--- config.mk ---
export PLATFORM = sky130hd
export DESIGN_NAME = piezo_hit_peak_detector_unit
export DESIGN_NICKNAME = d
export VERILOG_FILES = /design/src/hw/rtl/phpd_pkg.sv /design/src/hw/rtl/phpd_cfg.sv /design/src/hw/rtl/piezo_hit_peak_detector_unit.sv
export SDC_FILE = /design/constraint.sdc
export NUM_CORES = 1
export LEC_CHECK = 0
export ABC_CLOCK_PERIOD_IN_PS = 17200
export BUFFER_PORTS_ARGS = -buffer_cell sky130_fd_sc_hd__buf_2
export CAP_MARGIN = 25
export CORE_MARGIN = 2
export CORE_UTILIZATION = 30
export DETAILED_ROUTE_END_ITERATION = 12
export MAX_ROUTING_LAYER = met4
export PLACE_DENSITY = 0.44
export SYNTH_ARGS = -nofsm -noshare
export SYNTH_HDL_FRONTEND = slang
export SYNTH_HIERARCHICAL = 1
export SYNTH_SLANG_ARGS = --single-unit
--- constraint.sdc ---
create_clock -name clk -period 17.2 [get_ports clk]
set_input_delay 2.58 -clock clk [delete_from_list [all_inputs] [get_ports clk]]
set_output_delay 2.58 -clock clk [all_outputs]
set_load 0.02 [all_outputs]
--- src/hw/rtl/phpd_pkg.sv ---
`default_nettype none
// ----------------------------------------------------------------------------
// phpd_pkg: shared types and constants of the piezo hit peak detector
// Sample and result payloads, the configuration register set and its codes.
// ----------------------------------------------------------------------------
package phpd_pkg;

	// Converter sample width
	localparam int SAMPLE_BITS = 10;
	localparam int TIME_W      = 32;
	localparam int WIN_W       = 8;
	localparam int GAIN_W      = 11;
	localparam int VEL_W       = 21;
	localparam int CFG_IDX_W   = 2;
	localparam int CFG_DATA_W  = (SAMPLE_BITS > GAIN_W) ? SAMPLE_BITS : GAIN_W;

	// Register indexes of the configuration port
	localparam logic [CFG_IDX_W-1:0] REG_HIT_THRESHOLD = 2'd0;
	localparam logic [CFG_IDX_W-1:0] REG_DOUBLE_HIT_MS = 2'd1;
	localparam logic [CFG_IDX_W-1:0] REG_RESPONSE_MS   = 2'd2;
	localparam logic [CFG_IDX_W-1:0] REG_PAD_GAIN      = 2'd3;

	// Reset values and limits
	localparam logic [SAMPLE_BITS-1:0] THRESHOLD_RST = SAMPLE_BITS'(10);
	localparam logic [WIN_W-1:0]       DOUBLE_HIT_RST = 8'd50;
	localparam logic [WIN_W-1:0]       RESPONSE_RST   = 8'd5;
	localparam logic [GAIN_W-1:0]      GAIN_RST       = 11'd256;
	localparam logic [GAIN_W-1:0]      GAIN_MAX       = 11'd1280;
	localparam logic [VEL_W-1:0]       VEL_MAX        = {VEL_W{1'b1}};

	typedef struct packed {
		logic [SAMPLE_BITS-1:0] sample_level;
		logic [TIME_W-1:0]      time_ms;
	} sample_t;

	typedef struct packed {
		logic             hit;
		logic [VEL_W-1:0] velocity;
		logic             drain;
	} result_t;

	typedef struct packed {
		logic [SAMPLE_BITS-1:0] hit_threshold;
		logic [WIN_W-1:0]       double_hit_ms;
		logic [WIN_W-1:0]       response_ms;
		logic [GAIN_W-1:0]      pad_gain;
	} cfg_t;

endpackage
`default_nettype wire

--- src/hw/rtl/phpd_cfg.sv ---
`default_nettype none
// ----------------------------------------------------------------------------
// phpd_cfg: configuration register file
// Holds threshold, retrigger window, response time and pad gain; the gain is
// clamped to 5.0 in Q8 on write.
// ----------------------------------------------------------------------------
module phpd_cfg (
	input  wire logic                             clk,
	input  wire logic                             arst_n,
	input  wire logic                             wr_en,
	input  wire logic [phpd_pkg::CFG_IDX_W-1:0]   wr_index,
	input  wire logic [phpd_pkg::CFG_DATA_W-1:0]  wr_data,
	output phpd_pkg::cfg_t                        cfg
);

	phpd_pkg::cfg_t               cfg_q;
	logic [phpd_pkg::GAIN_W-1:0]  gain_wr;

	// Clamp the written gain to its maximum
	always_comb begin
		gain_wr = wr_data[phpd_pkg::GAIN_W-1:0];
		if (gain_wr > phpd_pkg::GAIN_MAX) begin
			gain_wr = phpd_pkg::GAIN_MAX;
		end
	end

	// Write the addressed register
	always_ff @(posedge clk or negedge arst_n) begin
		if (!arst_n) begin
			cfg_q.hit_threshold <= phpd_pkg::THRESHOLD_RST;
			cfg_q.double_hit_ms <= phpd_pkg::DOUBLE_HIT_RST;
			cfg_q.response_ms   <= phpd_pkg::RESPONSE_RST;
			cfg_q.pad_gain      <= phpd_pkg::GAIN_RST;
		end else if (wr_en) begin
			case (wr_index)
				phpd_pkg::REG_HIT_THRESHOLD: begin
					cfg_q.hit_threshold <= wr_data[phpd_pkg::SAMPLE_BITS-1:0];
				end
				phpd_pkg::REG_DOUBLE_HIT_MS: begin
					cfg_q.double_hit_ms <= wr_data[phpd_pkg::WIN_W-1:0];
				end
				phpd_pkg::REG_RESPONSE_MS: begin
					cfg_q.response_ms <= wr_data[phpd_pkg::WIN_W-1:0];
				end
				phpd_pkg::REG_PAD_GAIN: begin
					cfg_q.pad_gain <= gain_wr;
				end
				default: begin
				end
			endcase
		end
	end

	assign cfg = cfg_q;

endmodule
`default_nettype wire

--- src/hw/rtl/piezo_hit_peak_detector_unit.sv ---
`default_nettype none
// ----------------------------------------------------------------------------
// piezo_hit_peak_detector_unit: piezo drum trigger peak detector
// Suppresses retrigger ghosts, tracks the strike peak and reports hit velocity.
// ----------------------------------------------------------------------------
// Usage:
//   sample channel: one converter reading plus a millisecond timestamp per
//   transfer (sample_valid high, sample_stall low). Every sample gives exactly
//   one result on the result channel: hit with velocity, or drain for a ghost,
//   or neither.
//   cfg channel: register index and data; cfg_ready is always high. Write it
//   only while no sample is in flight.
//   Flow: a transferred sample is held in the input register, its result is
//   computed in one pass and registered in the output register, from which
//   it is transferred. Throughput is one sample per cycle while no result
//   stalls; the loop through the peak and last-hit state closes in that pass.
//   A stalled result holds the output register; the input register keeps one
//   more sample, after which sample_stall rises until the result moves.
//   Reset clears the peak, strike and last-hit state and loads the default
//   threshold 10, window 50 ms, response 5 ms and gain 1.0.
// ----------------------------------------------------------------------------
module piezo_hit_peak_detector_unit (
	input  wire logic                             clk,
	input  wire logic                             arst_n,
	input  wire logic                             sample_valid,
	output logic                                  sample_stall,
	input  wire phpd_pkg::sample_t                sample,
	output logic                                  result_valid,
	input  wire logic                             result_stall,
	output phpd_pkg::result_t                     result,
	input  wire logic                             cfg_valid,
	output logic                                  cfg_ready,
	input  wire logic [phpd_pkg::CFG_IDX_W-1:0]   cfg_index,
	input  wire logic [phpd_pkg::CFG_DATA_W-1:0]  cfg_data
);

	localparam int S    = phpd_pkg::SAMPLE_BITS;
	localparam int PW   = S + phpd_pkg::GAIN_W;
	localparam int L4W  = PW + 2;

	phpd_pkg::cfg_t     cfg;
	phpd_pkg::sample_t  item_s1;
	logic               valid_s1;
	phpd_pkg::result_t  result_q;
	logic               result_valid_q;
	logic               advance;
	logic               fire;

	logic [S-1:0]                   peak_q;
	logic [phpd_pkg::TIME_W-1:0]    strike_q;
	logic [phpd_pkg::TIME_W-1:0]    last_hit_q;
	logic [phpd_pkg::VEL_W-1:0]     last_vel_q;

	logic [phpd_pkg::TIME_W-1:0]    elapsed;
	logic [phpd_pkg::WIN_W+1:0]     win4;
	logic [S:0]                     diff;
	logic [PW-1:0]                  lvl_prod;
	logic [L4W-1:0]                 lvl4;
	logic                           ghost;
	logic [S-1:0]                   thr;
	logic [S-1:0]                   s_lvl;
	logic                           start;
	logic [S-1:0]                   peak_new;
	logic [phpd_pkg::TIME_W-1:0]    strike_new;
	logic [phpd_pkg::TIME_W-1:0]    since_strike;
	logic                           report;
	logic [PW-1:0]                  vel_prod;
	logic [phpd_pkg::VEL_W-1:0]     vel;
	phpd_pkg::result_t              res_next;

	// Configuration registers
	assign cfg_ready = 1'b1;

	phpd_cfg u_cfg (
		.clk      (clk),
		.arst_n   (arst_n),
		.wr_en    (cfg_valid && cfg_ready),
		.wr_index (cfg_index),
		.wr_data  (cfg_data),
		.cfg      (cfg)
	);

	// Handshake: the input register moves on when the output register is free
	assign advance      = !result_valid_q || !result_stall;
	assign sample_stall = valid_s1 && !advance;
	assign fire         = valid_s1 && advance;

	// Input register
	always_ff @(posedge clk or negedge arst_n) begin
		if (!arst_n) begin
			valid_s1 <= 1'b0;
		end else if (sample_valid && !sample_stall) begin
			valid_s1 <= 1'b1;
		end else if (advance) begin
			valid_s1 <= 1'b0;
		end
	end

	always_ff @(posedge clk) begin
		if (sample_valid && !sample_stall) begin
			item_s1 <= sample;
		end
	end

	assign thr   = cfg.hit_threshold;
	assign s_lvl = item_s1.sample_level;

	// Ghost test against the last reported hit; a level below threshold scales
	// to a negative value, or to zero when the gain is zero
	always_comb begin
		elapsed  = item_s1.time_ms - last_hit_q;
		win4     = {cfg.double_hit_ms, 2'b00};
		diff     = {1'b0, s_lvl} - {1'b0, thr};
		lvl_prod = diff[S-1:0] * cfg.pad_gain;
		lvl4     = {lvl_prod, 2'b00};
		ghost    = (elapsed < phpd_pkg::TIME_W'(cfg.double_hit_ms)) ||
			((elapsed < phpd_pkg::TIME_W'(win4)) &&
			(diff[S] ? ((cfg.pad_gain != '0) || (last_vel_q != '0)) :
			(lvl4 < L4W'(last_vel_q))));
	end

	// Track the peak from the first sample at or above threshold
	always_comb begin
		start      = 1'b0;
		peak_new   = peak_q;
		strike_new = strike_q;
		if ((s_lvl < thr) && (peak_q < thr)) begin
			peak_new = peak_q;
		end else if ((s_lvl >= thr) && (peak_q == '0)) begin
			start      = 1'b1;
			peak_new   = s_lvl;
			strike_new = item_s1.time_ms;
		end else if (s_lvl > peak_q) begin
			peak_new = s_lvl;
		end
		since_strike = start ? '0 : (item_s1.time_ms - strike_q);
		report = (peak_new != '0) &&
			(since_strike > phpd_pkg::TIME_W'(cfg.response_ms));
	end

	// Velocity: (peak - threshold) * gain, clamped at zero and at full scale
	always_comb begin
		vel_prod = (peak_new - thr) * cfg.pad_gain;
		if (peak_new <= thr) begin
			vel = '0;
		end else if (vel_prod > PW'(phpd_pkg::VEL_MAX)) begin
			vel = phpd_pkg::VEL_MAX;
		end else begin
			vel = vel_prod[phpd_pkg::VEL_W-1:0];
		end
		res_next.hit      = !ghost && report;
		res_next.velocity = (!ghost && report) ? vel : '0;
		res_next.drain    = ghost;
	end

	// Advance the detector state on each transfer that is not a ghost
	always_ff @(posedge clk or negedge arst_n) begin
		if (!arst_n) begin
			peak_q     <= '0;
			strike_q   <= '0;
			last_hit_q <= '0;
			last_vel_q <= '0;
		end else if (fire && !ghost) begin
			strike_q <= strike_new;
			if (report) begin
				peak_q     <= '0;
				last_hit_q <= item_s1.time_ms;
				last_vel_q <= vel;
			end else begin
				peak_q <= peak_new;
			end
		end
	end

	// Result register
	always_ff @(posedge clk or negedge arst_n) begin
		if (!arst_n) begin
			result_valid_q <= 1'b0;
		end else if (advance) begin
			result_valid_q <= valid_s1;
		end
	end

	always_ff @(posedge clk) begin
		if (fire) begin
			result_q <= res_next;
		end
	end

	assign result_valid = result_valid_q;
	assign result       = result_q;

	// Checks
	a_hit_excl_drain: assert property (@(posedge clk) disable iff (!arst_n)
		result_valid_q |-> !(result_q.hit && result_q.drain))
		else $error("hit and drain reported together");

	a_drain_no_vel: assert property (@(posedge clk) disable iff (!arst_n)
		(result_valid_q && !result_q.hit) |-> (result_q.velocity == '0))
		else $error("velocity nonzero without a hit");

	a_hit_clears_peak: assert property (@(posedge clk) disable iff (!arst_n)
		(fire && res_next.hit) |=> (peak_q == '0))
		else $error("peak not cleared after a hit");

	a_ghost_keeps_state: assert property (@(posedge clk) disable iff (!arst_n)
		(fire && ghost) |=> ($stable(peak_q) && $stable(last_hit_q) &&
		$stable(last_vel_q)))
		else $error("ghost sample changed detector state");

	a_stall_only_full: assert property (@(posedge clk) disable iff (!arst_n)
		sample_stall |-> (valid_s1 && result_valid_q))
		else $error("input stalled with room in the pipeline");

endmodule
`default_nettype wire
==> impl_metrics.ini <==
[status]
status = completed

[worst_setup_path]
r2r-end = last_vel_q[20]$_DFFE_PN0P_
crit_family = compound AO/OA/AOI/OAI gates
required_ns = 17.59
worstSetupEndpointType = flip-flop
max_stage_delay_ns = 0.60
critPathKind = reg -> reg
path_max_fanout = 11
crit_path_start = u_cfg/cfg[28]$_DFFE_PN1P_
worst-path-buf-inv = 7
reg2reg_setup_slack_ns = 6.36
arrival_ns = 11.23
crit_path_start_kind = flip-flop
ff2ff_path_depth = 43
reg2reg_from = u_cfg/cfg[28]$_DFFE_PN1P_
crit_path_top_delay_cell = a2111oi_0

[placed_design]
globalplace.congestion = 0.8778
dp.cells = 3308
portBuffers = 84
place_hpwl_mm = 50.30

[synth]
synth_edf_count = 65
yosysMostFrequentCell = inv_1
synth-main-ff-cell = dfrtp_1
synth_cell_types = 83
yosysWarnings = 6
synth.area.top_cells = ha_1 (15%), dfrtp_1 (14%), fa_1 (14%)
synth_area_per_cell_sq_um = 9.380
synth_seq_area_share_pct = 24.41
netlist_top_cells_count = inv_1 (354), ha_1 (260), nand2_1 (188)
syn_inst = 2321
syn_nets = 2796
ys_ff_latch = 199
async_flop_share_pct = 67.34
synth_top_cell_area_share_pct = 14.94
yosysTopAreaCell = ha_1
syn_area_sq_um = 21770

[detailed_routing]
route.detailed.drc = 0
first_pass_iters = 5
first_iter_violations = 716
avgRoutedWirePerCell_um = 18.98
wl_mm = 63.60
vias_per_cell = 4.918
vias = 16480
ant_nets = 0

[final_layout]
drive_gt1_share_pct = 12.42
final_cell_count_no_fill = 3351
final_nets = 2853
area_growth_pct = 10.17

[sta]
max_clock_freq_ghz = 0.09224
finalHoldViolCount = 0
skew_ns = 0.01880
min_period_ns = 10.84
tightest_slew_ns = 1.073
rsz0062_at_grt = no
setup_viol = 0
fin_crit_sh_pct = 63.03
relSlewSlack_pct = 27.94
setup_tns_ns = 0
drv_slew = 0

[clock_tree]
clk_latency_ns = 0.51
clockBufferDepth = 2
cts_buffers = 17
clkSinkCount = 199
cts_root_buf = clkbuf_16
cts_resized = 0
hold_buffers = 0
postCtsSetupBuffers = 0
htree_num_levels = 4
clkTransAtPathRegs_ns = 0.09
tritoncts = yes

[die]
start_util_pct = 30.40
core-area_sq_um = 71610
die_w_um = 273.4
fp-row-count = 98
io_pins = 86
die_h_um = 273.4
design.die.area_sq_um = 74740

[grt]
grtUsageTotal_pct = 17.79
grt_start_max_net_pins = 86
grt_pass1_wl_mm = 98.52
grt-ovfl-total = 0
antenna_found_initial = 12
grt_pass1_vias = 17130

[hold_path]
hold_start = strike_q[13]$_DFFE_PN0P_
hold_path_end = strike_q[13]$_DFFE_PN0P_
holdPathStages = 1
min_path_type = reg -> reg

[job]
drv_cap = 0
[worst max path at each step]
stage | to | depth (start not counted)
final | last_vel_q[20]$_DFFE_PN0P_ | 43
after global routing | last_vel_q[20]$_DFFE_PN0P_ | 43
after CTS | last_vel_q[20]$_DFFE_PN0P_ | 43
after detailed placement | last_vel_q[20]$_DFFE_PN0P_ | 43
after global placement | last_vel_q[20]$_DFFE_PN0P_ | 43
after floorplan | last_vel_q[20]$_DFFE_PN0P_ | 43
[cells in the final DEF, fill, tap and decap left out, types with 9 or more instances in the layout]
| cell type | n |
|---|---|
| a21oi_1 | 105 |
| nor3_1 | 31 |
| and2_1 | 77 |
| ha_1 | 260 |
| or2_2 | 12 |
| diode_2 | 10 |
| nor4_1 | 23 |
| edfxtp_1 | 65 |
| buf_4 | 34 |
| nand2b_1 | 28 |
| clkbuf_16 | 17 |
| inv_1 | 354 |
| buf_2 | 84 |
| nor2b_1 | 71 |
| nand4_1 | 26 |
| fa_1 | 155 |
| mux2_2 | 58 |
| o31ai_1 | 14 |
| o211ai_1 | 12 |
| or3_1 | 9 |
| o21bai_1 | 10 |
| a31oi_1 | 9 |
| nand2_1 | 188 |
| mux2_4 | 49 |
| xnor2_1 | 49 |
| nand3_1 | 35 |
| a21o_1 | 51 |
| dfrtp_1 | 126 |
| xor2_1 | 32 |
| and3_1 | 22 |
| a211oi_1 | 14 |
| mux2i_1 | 26 |
| o21a_1 | 25 |
| o21ai_0 | 74 |
| nor2_1 | 110 |
[stage by stage]
stage               hold WS, ns  util [%]  cell area [sq um]  setup slack [ns]
finish                   0.4923     33.49              23980             6.358
CTS                      0.5009     33.45              23950             6.383
floorplan                0.4574         -              21770             7.372
global route             0.5121     33.49              23980             5.355
global placement         0.4703     32.53              23290             6.706
detailed placement       0.4792     32.55              23310             6.471
[per-layer routing]
layer / vias up / global-route usage [%] / routed length [um]
met5: - / - / 0
met4: 0 / 6.198 / 1953
met3: 81 / 3.386 / 2398
met2: 295 / 30.41 / 31600
met1: 8132 / 20.82 / 27640
li1: 7973 / - / -
[cell families (layout without fill, tap and decap cells)]
| group | count (synthesis) | count (layout) | share of synthesized area [%] |
|---|---|---|---|
| simple gates | 666 | 666 | 15.77 |
| buf+inv | 436 | 506 | 7.753 |
| fa+ha+maj | 415 | 415 | 29.20 |
| compound gates | 386 | 386 | 11.76 |
| flops | 199 | 199 | 24.41 |
| mux | 136 | 136 | 7.730 |
| xor+xnor | 82 | 82 | 3.362 |
| other cells | 1 | 11 | 0.01722 |
[registers in the layout, summed over array words and instances (netlist names), 10 cells and up]
name        count
s_lvl          10
item_s1        32
last_vel_q     21
strike_q       32
peak_q         10
u_cfg/cfg      37
last_hit_q     32
result         23
[layout make-up]
cell class | instances | area (sq um)
Tap cell | 950 | 1189
Timing Repair Buffer | 120 | 698.2
Clock inverter | 14 | 205.2
Clock buffer | 18 | 439.2
Multi-Input combinational cell | 1686 | 14780
Antenna cell | 10 | 25.02
Sequential cell | 199 | 5315
Fill cell | 7388 | 47620
Inverter | 354 | 1329
Power is not shown: default switching activity piles up to over one toggle a cycle in this logic, so the estimate is an artifact.
